$ cat src/hdl/nss_pkg.sv
`timescale 1ns / 1ps
`default_nettype none

package nss_pkg;

	localparam int MAX_FACTORS_DEF = 4;
	localparam int VALUE_BITS_DEF  = 31;
	localparam int VALUE_CAP       = 31;
	localparam int FACTOR_REGS     = 4;
	localparam int FACTOR_W        = 16;
	localparam int FIDX_W          = 2;
	localparam int CFG_INDEX_W     = 3;
	localparam int COUNT_W         = 3;
	localparam int START_W         = 32;
	localparam int SMOOTH_W        = 31;

	localparam logic [CFG_INDEX_W-1:0] CFG_FACTOR_COUNT = 3'd0;
	localparam logic [CFG_INDEX_W-1:0] CFG_FACTOR_0     = 3'd1;

	localparam logic [COUNT_W-1:0] COUNT_RESET = 3'd4;
	localparam logic [FACTOR_REGS-1:0][FACTOR_W-1:0] FACTOR_RESET =
		{16'd7, 16'd5, 16'd3, 16'd2};
	localparam logic [FACTOR_W-1:0] FACTOR_MIN = 16'd2;

	typedef enum logic [2:0] {
		S_IDLE,
		S_DESC,
		S_ADV,
		S_MUL,
		S_DONE
	} state_t;

	typedef struct packed {
		logic [FACTOR_REGS-1:0]               en;
		logic [FACTOR_REGS-1:0][FACTOR_W-1:0] factor;
	} factor_set_t;

	typedef struct packed {
		logic [SMOOTH_W-1:0] smooth_value;
		logic                result_missing;
		logic                overflow;
	} result_t;

endpackage

`default_nettype wire

$ cat src/hdl/nss_ifc.sv
`timescale 1ns / 1ps
`default_nettype none

interface nss_req_if import nss_pkg::*; ();
	logic                      valid;
	logic                      ready;
	logic signed [START_W-1:0] start_value;
	logic                      start_missing;

	modport source (output valid, output start_value, output start_missing, input ready);
	modport sink (input valid, input start_value, input start_missing, output ready);
endinterface

interface nss_rsp_if import nss_pkg::*; ();
	logic                valid;
	logic                ready;
	logic [SMOOTH_W-1:0] smooth_value;
	logic                result_missing;
	logic                overflow;

	modport source (output valid, output smooth_value, output result_missing,
		output overflow, input ready);
	modport sink (input valid, input smooth_value, input result_missing,
		input overflow, output ready);
endinterface

`default_nettype wire

$ cat src/hdl/nss_cfg.sv
`timescale 1ns / 1ps
`default_nettype none

module nss_cfg import nss_pkg::*; #(
	parameter int MAX_FACTORS = MAX_FACTORS_DEF
) (
	input  wire logic                   clk,
	input  wire logic                   arst_n,
	input  wire logic                   cfg_wr_en,
	input  wire logic [CFG_INDEX_W-1:0] cfg_index,
	input  wire logic [FACTOR_W-1:0]    cfg_data,
	output factor_set_t                 fset
);

	localparam int NL = (MAX_FACTORS < FACTOR_REGS) ? MAX_FACTORS : FACTOR_REGS;

	logic [COUNT_W-1:0]                   count_q;
	logic [FACTOR_REGS-1:0][FACTOR_W-1:0] factor_q;
	logic [COUNT_W-1:0]                   count_cap;
	logic [CFG_INDEX_W-1:0]               rel_index;
	logic                                 factor_hit;

	assign rel_index  = cfg_index - CFG_FACTOR_0;
	assign factor_hit = (cfg_index >= CFG_FACTOR_0) &&
		(rel_index < CFG_INDEX_W'(FACTOR_REGS));

	always_ff @(posedge clk or negedge arst_n) begin
		if (!arst_n) begin
			count_q  <= COUNT_RESET;
			factor_q <= FACTOR_RESET;
		end else if (cfg_wr_en) begin
			if (cfg_index == CFG_FACTOR_COUNT) begin
				count_q <= cfg_data[COUNT_W-1:0];
			end else if (factor_hit) begin
				factor_q[rel_index[FIDX_W-1:0]] <= cfg_data;
			end
		end
	end

	assign count_cap = (count_q > COUNT_W'(NL)) ? COUNT_W'(NL) : count_q;

	always_comb begin
		fset.factor = factor_q;
		for (int i = 0; i < FACTOR_REGS; i++) begin
			fset.en[i] = (COUNT_W'(i) < count_cap) && (factor_q[i] >= FACTOR_MIN);
		end
	end

endmodule

`default_nettype wire

$ cat src/hdl/nss_walk.sv
`timescale 1ns / 1ps
`default_nettype none

module nss_walk import nss_pkg::*; #(
	parameter int MAX_FACTORS = MAX_FACTORS_DEF,
	parameter int VALUE_BITS  = VALUE_BITS_DEF
) (
	input  wire logic  clk,
	input  wire logic  arst_n,
	nss_req_if.sink    request,
	input  wire factor_set_t fset,
	output logic       res_valid,
	input  wire logic  res_ready,
	output result_t    res
);

	localparam int NL = (MAX_FACTORS < FACTOR_REGS) ? MAX_FACTORS : FACTOR_REGS;
	localparam int LW = (NL > 1) ? $clog2(NL) : 1;
	localparam int VW = (VALUE_BITS < VALUE_CAP) ? VALUE_BITS : VALUE_CAP;
	localparam int PW = VW + FACTOR_W;
	localparam logic [VW-1:0] LIMIT = '1;

	state_t state_q, state_d;

	logic [LW-1:0]       lvl_q;
	logic                found_q;
	logic [VW-1:0]       stack_q [NL];
	logic [VW-1:0]       cur_q;
	logic [VW-1:0]       best_q;
	logic [VW-1:0]       target_q;
	logic [PW-1:0]       prod_q;
	result_t             res_q;

	logic [FACTOR_W-1:0] fac [NL];
	logic [NL-1:0]       en_l;
	logic [START_W-1:0]  start_u;
	logic                take;
	logic                trivial;
	result_t             triv_res;
	result_t             final_res;
	logic [VW-1:0]       p_cur;
	logic [PW-1:0]       prod_d;
	logic                at_top;
	logic                at_leaf;
	logic                stop;
	logic                over;
	logic                leaf_hit;
	logic                finish;

	always_comb begin
		for (int i = 0; i < NL; i++) begin
			fac[i]  = fset.factor[i];
			en_l[i] = fset.en[i];
		end
	end

	assign start_u = request.start_value;
	assign take    = request.valid && request.ready;
	assign request.ready = (state_q == S_IDLE);

	always_comb begin
		trivial  = 1'b1;
		triv_res = '0;
		if (request.start_missing) begin
			triv_res.result_missing = 1'b1;
		end else if (start_u[START_W-1] || (start_u <= START_W'(1))) begin
			triv_res.smooth_value = SMOOTH_W'(1);
		end else if (start_u > START_W'(LIMIT)) begin
			triv_res.smooth_value = SMOOTH_W'(LIMIT);
			triv_res.overflow     = 1'b1;
		end else begin
			trivial = 1'b0;
		end
	end

	assign p_cur    = stack_q[lvl_q];
	assign prod_d   = PW'(p_cur) * PW'(fac[lvl_q]);
	assign at_top   = (lvl_q == '0);
	assign at_leaf  = (lvl_q == LW'(NL - 1));
	assign stop     = !en_l[lvl_q] || (p_cur >= target_q) || (found_q && (p_cur >= best_q));
	assign over     = |prod_q[PW-1:VW];
	assign leaf_hit = (cur_q >= target_q) && (!found_q || (cur_q < best_q));
	assign finish   = at_top && (((state_q == S_ADV) && stop) || ((state_q == S_MUL) && over));

	always_comb begin
		final_res = '0;
		if (found_q) begin
			final_res.smooth_value = SMOOTH_W'(best_q);
		end else begin
			final_res.smooth_value = SMOOTH_W'(LIMIT);
			final_res.overflow     = 1'b1;
		end
	end

	always_comb begin
		state_d = state_q;
		case (state_q)
			S_IDLE: begin
				if (request.valid) begin
					state_d = trivial ? S_DONE : S_DESC;
				end
			end
			S_DESC: begin
				if (at_leaf) begin
					state_d = S_ADV;
				end
			end
			S_ADV: begin
				if (stop) begin
					state_d = at_top ? S_DONE : S_ADV;
				end else begin
					state_d = S_MUL;
				end
			end
			S_MUL: begin
				if (over) begin
					state_d = at_top ? S_DONE : S_ADV;
				end else begin
					state_d = S_DESC;
				end
			end
			S_DONE: begin
				if (res_ready) begin
					state_d = S_IDLE;
				end
			end
			default: begin
				state_d = S_IDLE;
			end
		endcase
	end

	always_ff @(posedge clk or negedge arst_n) begin
		if (!arst_n) begin
			state_q <= S_IDLE;
		end else begin
			state_q <= state_d;
		end
	end

	always_ff @(posedge clk or negedge arst_n) begin
		if (!arst_n) begin
			lvl_q   <= '0;
			found_q <= 1'b0;
		end else begin
			case (state_q)
				S_IDLE: begin
					if (take) begin
						lvl_q   <= '0;
						found_q <= 1'b0;
					end
				end
				S_DESC: begin
					if (at_leaf) begin
						if (leaf_hit) begin
							found_q <= 1'b1;
						end
					end else begin
						lvl_q <= lvl_q + LW'(1);
					end
				end
				S_ADV: begin
					if (stop && !at_top) begin
						lvl_q <= lvl_q - LW'(1);
					end
				end
				S_MUL: begin
					if (over && !at_top) begin
						lvl_q <= lvl_q - LW'(1);
					end
				end
				default: begin
					lvl_q <= lvl_q;
				end
			endcase
		end
	end

	always_ff @(posedge clk) begin
		if (take) begin
			target_q <= start_u[VW-1:0];
			cur_q    <= VW'(1);
			res_q    <= triv_res;
		end
		if (state_q == S_DESC) begin
			stack_q[lvl_q] <= cur_q;
			if (at_leaf && leaf_hit) begin
				best_q <= cur_q;
			end
		end
		if (state_q == S_ADV) begin
			prod_q <= prod_d;
		end
		if ((state_q == S_MUL) && !over) begin
			cur_q <= prod_q[VW-1:0];
		end
		if (finish) begin
			res_q <= final_res;
		end
	end

	assign res_valid = (state_q == S_DONE);
	assign res       = res_q;

	assert property (@(posedge clk) disable iff (!arst_n)
		(state_q != S_IDLE) && found_q |-> (best_q >= target_q))
		else $error("best product below search start");

	assert property (@(posedge clk) disable iff (!arst_n)
		(state_q == S_MUL) |-> ($past(state_q) == S_ADV))
		else $error("multiply check without a multiply");

	assert property (@(posedge clk) disable iff (!arst_n)
		res_valid && res.overflow |-> (res.smooth_value == SMOOTH_W'(LIMIT)))
		else $error("overflow result not saturated");

	assert property (@(posedge clk) disable iff (!arst_n)
		(state_q == S_DESC) && $past(state_q == S_MUL) |-> (cur_q <= LIMIT) && (cur_q != '0))
		else $error("descending with an invalid product");

	assert property (@(posedge clk) disable iff (!arst_n)
		res_valid && res.result_missing |-> (res.smooth_value == '0) && !res.overflow)
		else $error("missing result carries data");

endmodule

`default_nettype wire

$ cat src/hdl/next_smooth_number_search.sv
`timescale 1ns / 1ps
`default_nettype none

// Channel   Dir  Payload                                   Handshake
// request   in   start_value[31:0] s, start_missing        valid/ready
// result    out  smooth_value[30:0], result_missing, ovf   valid/ready
// cfg       in   cfg_index[2:0], cfg_data[15:0]            cfg_wr_en
//
// One request at a time: ready only while the search engine is idle.
// Missing, small and out-of-range starts skip the search: the result is set
// on accept and passes to the output register when the output can take it.
// Search: a depth-first walk over factor products; the single multiplier
// sets the pace.
// Reset loads factor_count 4 and factors 2,3,5,7; a result held in the
// output register does not stall the next request.

module next_smooth_number_search import nss_pkg::*; #(
	parameter int MAX_FACTORS = MAX_FACTORS_DEF,
	parameter int VALUE_BITS  = VALUE_BITS_DEF
) (
	input  wire logic                   clk,
	input  wire logic                   arst_n,
	nss_req_if.sink                     request,
	nss_rsp_if.source                   result,
	input  wire logic                   cfg_wr_en,
	input  wire logic [CFG_INDEX_W-1:0] cfg_index,
	input  wire logic [FACTOR_W-1:0]    cfg_data
);

	factor_set_t fset;
	logic        eng_valid;
	logic        eng_ready;
	result_t     eng_res;
	logic        out_valid_q;
	result_t     out_q;

	nss_cfg #(
		.MAX_FACTORS (MAX_FACTORS)
	) u_cfg (
		.clk       (clk),
		.arst_n    (arst_n),
		.cfg_wr_en (cfg_wr_en),
		.cfg_index (cfg_index),
		.cfg_data  (cfg_data),
		.fset      (fset)
	);

	nss_walk #(
		.MAX_FACTORS (MAX_FACTORS),
		.VALUE_BITS  (VALUE_BITS)
	) u_walk (
		.clk       (clk),
		.arst_n    (arst_n),
		.request   (request),
		.fset      (fset),
		.res_valid (eng_valid),
		.res_ready (eng_ready),
		.res       (eng_res)
	);

	assign eng_ready = !out_valid_q || result.ready;

	always_ff @(posedge clk or negedge arst_n) begin
		if (!arst_n) begin
			out_valid_q <= 1'b0;
		end else if (eng_ready) begin
			out_valid_q <= eng_valid;
		end
	end

	always_ff @(posedge clk) begin
		if (eng_valid && eng_ready) begin
			out_q <= eng_res;
		end
	end

	assign result.valid          = out_valid_q;
	assign result.smooth_value   = out_q.smooth_value;
	assign result.result_missing = out_q.result_missing;
	assign result.overflow       = out_q.overflow;

endmodule

`default_nettype wire
$ cat src/flat_wrapper.sv
// flat-port wrapper written by rule: the top's interface ports become plain ports
module next_smooth_number_search_flat import nss_pkg::*;
#(
	parameter int MAX_FACTORS = MAX_FACTORS_DEF,
	parameter int VALUE_BITS  = VALUE_BITS_DEF
)
  (clk, arst_n, cfg_wr_en, cfg_index, cfg_data, request_valid, request_start_value, request_start_missing, request_ready, result_valid, result_smooth_value, result_result_missing, result_overflow, result_ready);
  nss_req_if request_i ();
  nss_rsp_if result_i ();
  input  wire logic clk;
  input  wire logic arst_n;
  input  wire logic cfg_wr_en;
  input  wire logic [CFG_INDEX_W-1:0] cfg_index;
  input  wire logic [FACTOR_W-1:0] cfg_data;
  input wire logic [$bits(request_i.valid)-1:0] request_valid;
  input wire logic [$bits(request_i.start_value)-1:0] request_start_value;
  input wire logic [$bits(request_i.start_missing)-1:0] request_start_missing;
  output wire logic [$bits(request_i.ready)-1:0] request_ready;
  output wire logic [$bits(result_i.valid)-1:0] result_valid;
  output wire logic [$bits(result_i.smooth_value)-1:0] result_smooth_value;
  output wire logic [$bits(result_i.result_missing)-1:0] result_result_missing;
  output wire logic [$bits(result_i.overflow)-1:0] result_overflow;
  input wire logic [$bits(result_i.ready)-1:0] result_ready;
  assign request_i.valid = request_valid;
  assign request_i.start_value = request_start_value;
  assign request_i.start_missing = request_start_missing;
  assign request_ready = request_i.ready;
  assign result_valid = result_i.valid;
  assign result_smooth_value = result_i.smooth_value;
  assign result_result_missing = result_i.result_missing;
  assign result_overflow = result_i.overflow;
  assign result_i.ready = result_ready;
  next_smooth_number_search #(.MAX_FACTORS(MAX_FACTORS), .VALUE_BITS(VALUE_BITS)) u_core (.clk(clk), .arst_n(arst_n), .request(request_i), .result(result_i), .cfg_wr_en(cfg_wr_en), .cfg_index(cfg_index), .cfg_data(cfg_data));
endmodule
$ cat config.mk
export PLATFORM = sky130hd
export DESIGN_NAME = next_smooth_number_search_flat
export DESIGN_NICKNAME = d
export VERILOG_FILES = /design/src/hdl/nss_pkg.sv /design/src/hdl/nss_ifc.sv /design/src/hdl/nss_cfg.sv /design/src/hdl/nss_walk.sv /design/src/hdl/next_smooth_number_search.sv /design/src/flat_wrapper.sv
export SDC_FILE = /design/constraint.sdc
export NUM_CORES = 2
export LEC_CHECK = 0
export ABC_AREA = 1
export BUFFER_PORTS_ARGS = -buffer_cell sky130_fd_sc_hd__buf_2
export CAP_MARGIN = 0
export CORE_MARGIN = 10
export CORE_UTILIZATION = 35
export CTS_CLUSTER_SIZE = 25
export DETAILED_ROUTE_END_ITERATION = 12
export MAX_ROUTING_LAYER = met4
export PLACE_DENSITY = 0.47
export SLEW_MARGIN = 20
export SYNTH_ARGS = -nofsm -noshare
export SYNTH_HDL_FRONTEND = slang
export SYNTH_SLANG_ARGS = --single-unit
$ cat constraint.sdc
create_clock -name clk -period 13.9 [get_ports clk]
set_input_delay 0 -clock clk [delete_from_list [all_inputs] [get_ports clk]]
set_output_delay 0 -clock clk [all_outputs]
set_load 0.005 [all_outputs]
==> impl_metrics.tcl <==
set metrics [dict create \
    clock_skew_ns 0.0322 \
    slew_headroom 0.194 \
    synthDistinctLibCells 44 \
    diodes 0 \
    finalHoldViolCount 0 \
    setup_viol 0 \
    gr-total-overflow 0 \
    r2r_end "u_core.u_walk.prod_q[34]$_DFFE_PN_" \
    drive_gt1_frac 0.0669 \
    rsz0062_at_grt "no" \
    slew_viol_final 0 \
    grt_max_degree 75 \
    avgSynthCellArea_um2 9.36 \
    clk_latency_ns 0.64 \
    synthToLayoutAreaGrowth_pct 11.7 \
    globalRouteMet3Util 0.0483 \
    die_w_um 333 \
    drtIter0Drc 1749 \
    grt_pass1_vias 26513 \
    dp_slack_ns 5.22 \
    period_share 0.637 \
    syn-num-nets 4365 \
    syn_area_um2 34300 \
    grt_pass1_wl_mm 168 \
    busiest_layer "met2" \
    vias_per_cell 4.90 \
    status "finished clean" \
    coreArea_um2 97000 \
    met2_usage 0.324 \
    critPathLaunchType "flip-flop" \
    synth_edf_count 329 \
    cts_inserted_buffers 51 \
    worst_pin_slew_ns 1.21 \
    arrival_ns 9.19 \
    io_buffers 91 \
    htreeDepth 2 \
    reg2reg_slack_ns 5.05 \
    cts_buffer_depth 3 \
    wl_per_cell_um 21.6 \
    worstReg2RegStart "u_core.u_walk.lvl_q[1]$_DFFE_PN0P_" \
    postRouteAntennaNets 0 \
    layout.nets 4475 \
    gp_congestion 0.936 \
    num_rows 114 \
    ios 92 \
    max_clock_freq_mhz 113 \
    layout_min_cycle_time_ns 8.85 \
    r2r_cells 24 \
    initial_core_util 0.353 \
    critical_path.max_fanout 46 \
    async_flop_share 0.183 \
    drc 0 \
    dieHeight_um 333 \
    tns_ns 0 \
    ys_ff_latch 404 \
    syn_inst 3662 \
    first_pass_iters 5 \
    met1_usage 0.263 \
    ys.warnings.count 0 \
    vias 24944 \
    cap_violations 0 \
    track_usage 0.205 \
    fin_ws_ns 5.05 \
    worstPathRequired_ns 14.23 \
    hold_class "in -> async" \
    ys.flop_type "edfxtp_1" \
    clock-root-buffer "clkbuf_16" \
    grt_antenna_before_repair 1 \
    worst-setup-path-type "reg -> reg" \
    cts_tree "yes" \
    critPathCaptureType "flip-flop" \
    path_clk_slew_ns 0.06 \
    dp_hpwl_mm 84.8 \
    wirelength_mm 110 \
    clkSinkCount 404 \
    dieArea_um2 111000 \
    yosysSeqAreaShare 0.343 \
]
## state kept, by name (all words and copies together), names as in the netlist
register                      count
u_core.u_walk.lvl_q               2
u_core.u_walk.stack_q           124
u_core.u_walk.prod_q             47
u_core.u_cfg.fset                64
u_core.u_walk.res                33
u_core.u_walk.best_q             31
u_core.u_walk.found_q             1
u_core.result.valid               1
u_core.result.result_missing      1
u_core.u_walk.target_q           31
u_core.result.smooth_value       31
u_core.u_cfg.count_q              3
u_core.u_walk.cur_q              31
u_core.u_walk.state_q             3
u_core.result.overflow            1
## per-layer routing
layer | part of all wire | wire length [µm]
met3 | 0.075 | 8260
met5 | 0 | 0
met2 | 0.46 | 50600
met4 | 0.029 | 3220
met1 | 0.44 | 48000
## layout make-up
class / instances / area [µm²]
clock buffer: 57 / 1300
clock inverter: 37 / 342
fill: 9825 / 58700
inverter: 760 / 2850
multi-input combinational: 2375 / 19200
sequential: 404 / 11800
tap: 1276 / 1600
timing repair buffer: 180 / 1280
## logic make-up (layout without fill, tap and decap cells)
logic type	after synthesis	after routing	synth area share
flops	404	404	0.343
compound gates	392	392	0.0721
simple gates	1296	1296	0.150
fa+ha+maj	646	646	0.324
buf+inv	883	1034	0.100
xor+xnor	41	41	0.0105
## cell usage in the layout (no fill, tap or decap), drive strengths merged, types with 27 or more instances in the layout
cell         count
nand3           59
nor2           444
fa             404
a21oi          133
edfxtp         329
dfrtp           65
a22oi           76
nand2          704
nand4           27
clkinv          35
and2            32
inv            755
clkbuf          57
dlygate4sd3     58
ha             242
o21ai          114
buf            122
xor2            27
## critical path, cell delays in order, from the launching register on
cell	delay [ns]
dfrtp_1	0.45
nand2_1	0.33
inv_2	0.04
buf_4	0.36
a22oi_1	0.24
and2_1	0.48
clkinv_1	1.03
nand2_1	0.39
fa_1	0.45
fa_1	0.49
fa_1	0.52
inv_1	0.05
fa_1	0.50
fa_1	0.67
inv_1	0.09
fa_1	0.55
inv_1	0.05
ha_1	0.36
nand2_1	0.09
nand2_1	0.06
a31oi_1	0.29
nand2_1	0.27
a21oi_1	0.35
o21ai_0	0.23
xor2_1	0.21
## synth_stat cells (2+ instances only)
cell type	number	area [µm²]
dfrtp_1	65	1630
nand4_1	27	169
and3_1	3	18.8
o21a_1	6	45.0
o221ai_1	2	17.5
a221oi_4	5	131
a211oi_1	2	15.0
a21boi_0	3	22.5
a22oi_1	76	571
clkinv_1	7	26.3
o21bai_1	9	67.6
clkbuf_1	35	131
a21oi_1	133	666
nor3_1	17	85.1
nand2_1	703	2640
dfstp_2	9	236
buf_4	3	22.5
nor4_1	5	31.3
xor2_1	27	236
a21o_1	12	90.1
and2_1	31	194
or2_2	3	18.8
o21ai_0	113	566
nor2_1	444	1670
inv_1	740	2780
edfxtp_1	329	9880
nand3_1	59	295
o22ai_1	2	12.5
xnor2_1	14	123
inv_2	13	48.8
a221oi_2	9	135
buf_2	85	425
ha_1	242	3030
a31oi_1	16	100
fa_1	404	8090
## repair_timing
item / in CTS / in global routing
hold buffers: 58 / 0
hold endpoints to repair: 171 / 0
setup buffers: 0 / 0
resized for setup: 0 / 0
## worst max path at each step
stage | from | to | slack (ns) | cells past startpoint
after floorplan | u_core.u_walk.lvl_q[1]$_DFFE_PN0P_ | u_core.u_walk.prod_q[46]$_DFFE_PN_ | 7.49 | 31
after global routing | u_core.u_walk.lvl_q[1]$_DFFE_PN0P_ | u_core.u_walk.prod_q[29]$_DFFE_PN_ | 4.62 | 24
after detailed placement | u_core.u_walk.lvl_q[1]$_DFFE_PN0P_ | u_core.u_walk.prod_q[34]$_DFFE_PN_ | 5.22 | 24
after CTS | u_core.u_walk.lvl_q[1]$_DFFE_PN0P_ | u_core.u_walk.prod_q[34]$_DFFE_PN_ | 5.17 | 24
final | u_core.u_walk.lvl_q[1]$_DFFE_PN0P_ | u_core.u_walk.prod_q[34]$_DFFE_PN_ | 5.05 | 24
after global placement | u_core.u_walk.lvl_q[1]$_DFFE_PN0P_ | u_core.u_walk.prod_q[34]$_DFFE_PN_ | 5.29 | 24
## through the flow
| stage | hold WS, ns | util | instances | area (µm²) |
|---|---|---|---|---|
| final | 0.0771 | 0.395 | 5089 | 38300 |
| after global routing | 0.0877 | 0.395 | 5089 | 38300 |
| after CTS | 0.0509 | 0.395 | 5088 | 38300 |
| after detailed placement | 0.196 | 0.372 | 4936 | 36100 |
| after global placement | 0.178 | 0.372 | 4936 | 36000 |
| after floorplan | -0.296 | - | 3662 | 34300 |
Power is not shown: default switching activity piles up to over one toggle a cycle in this logic, so the estimate is an artifact.
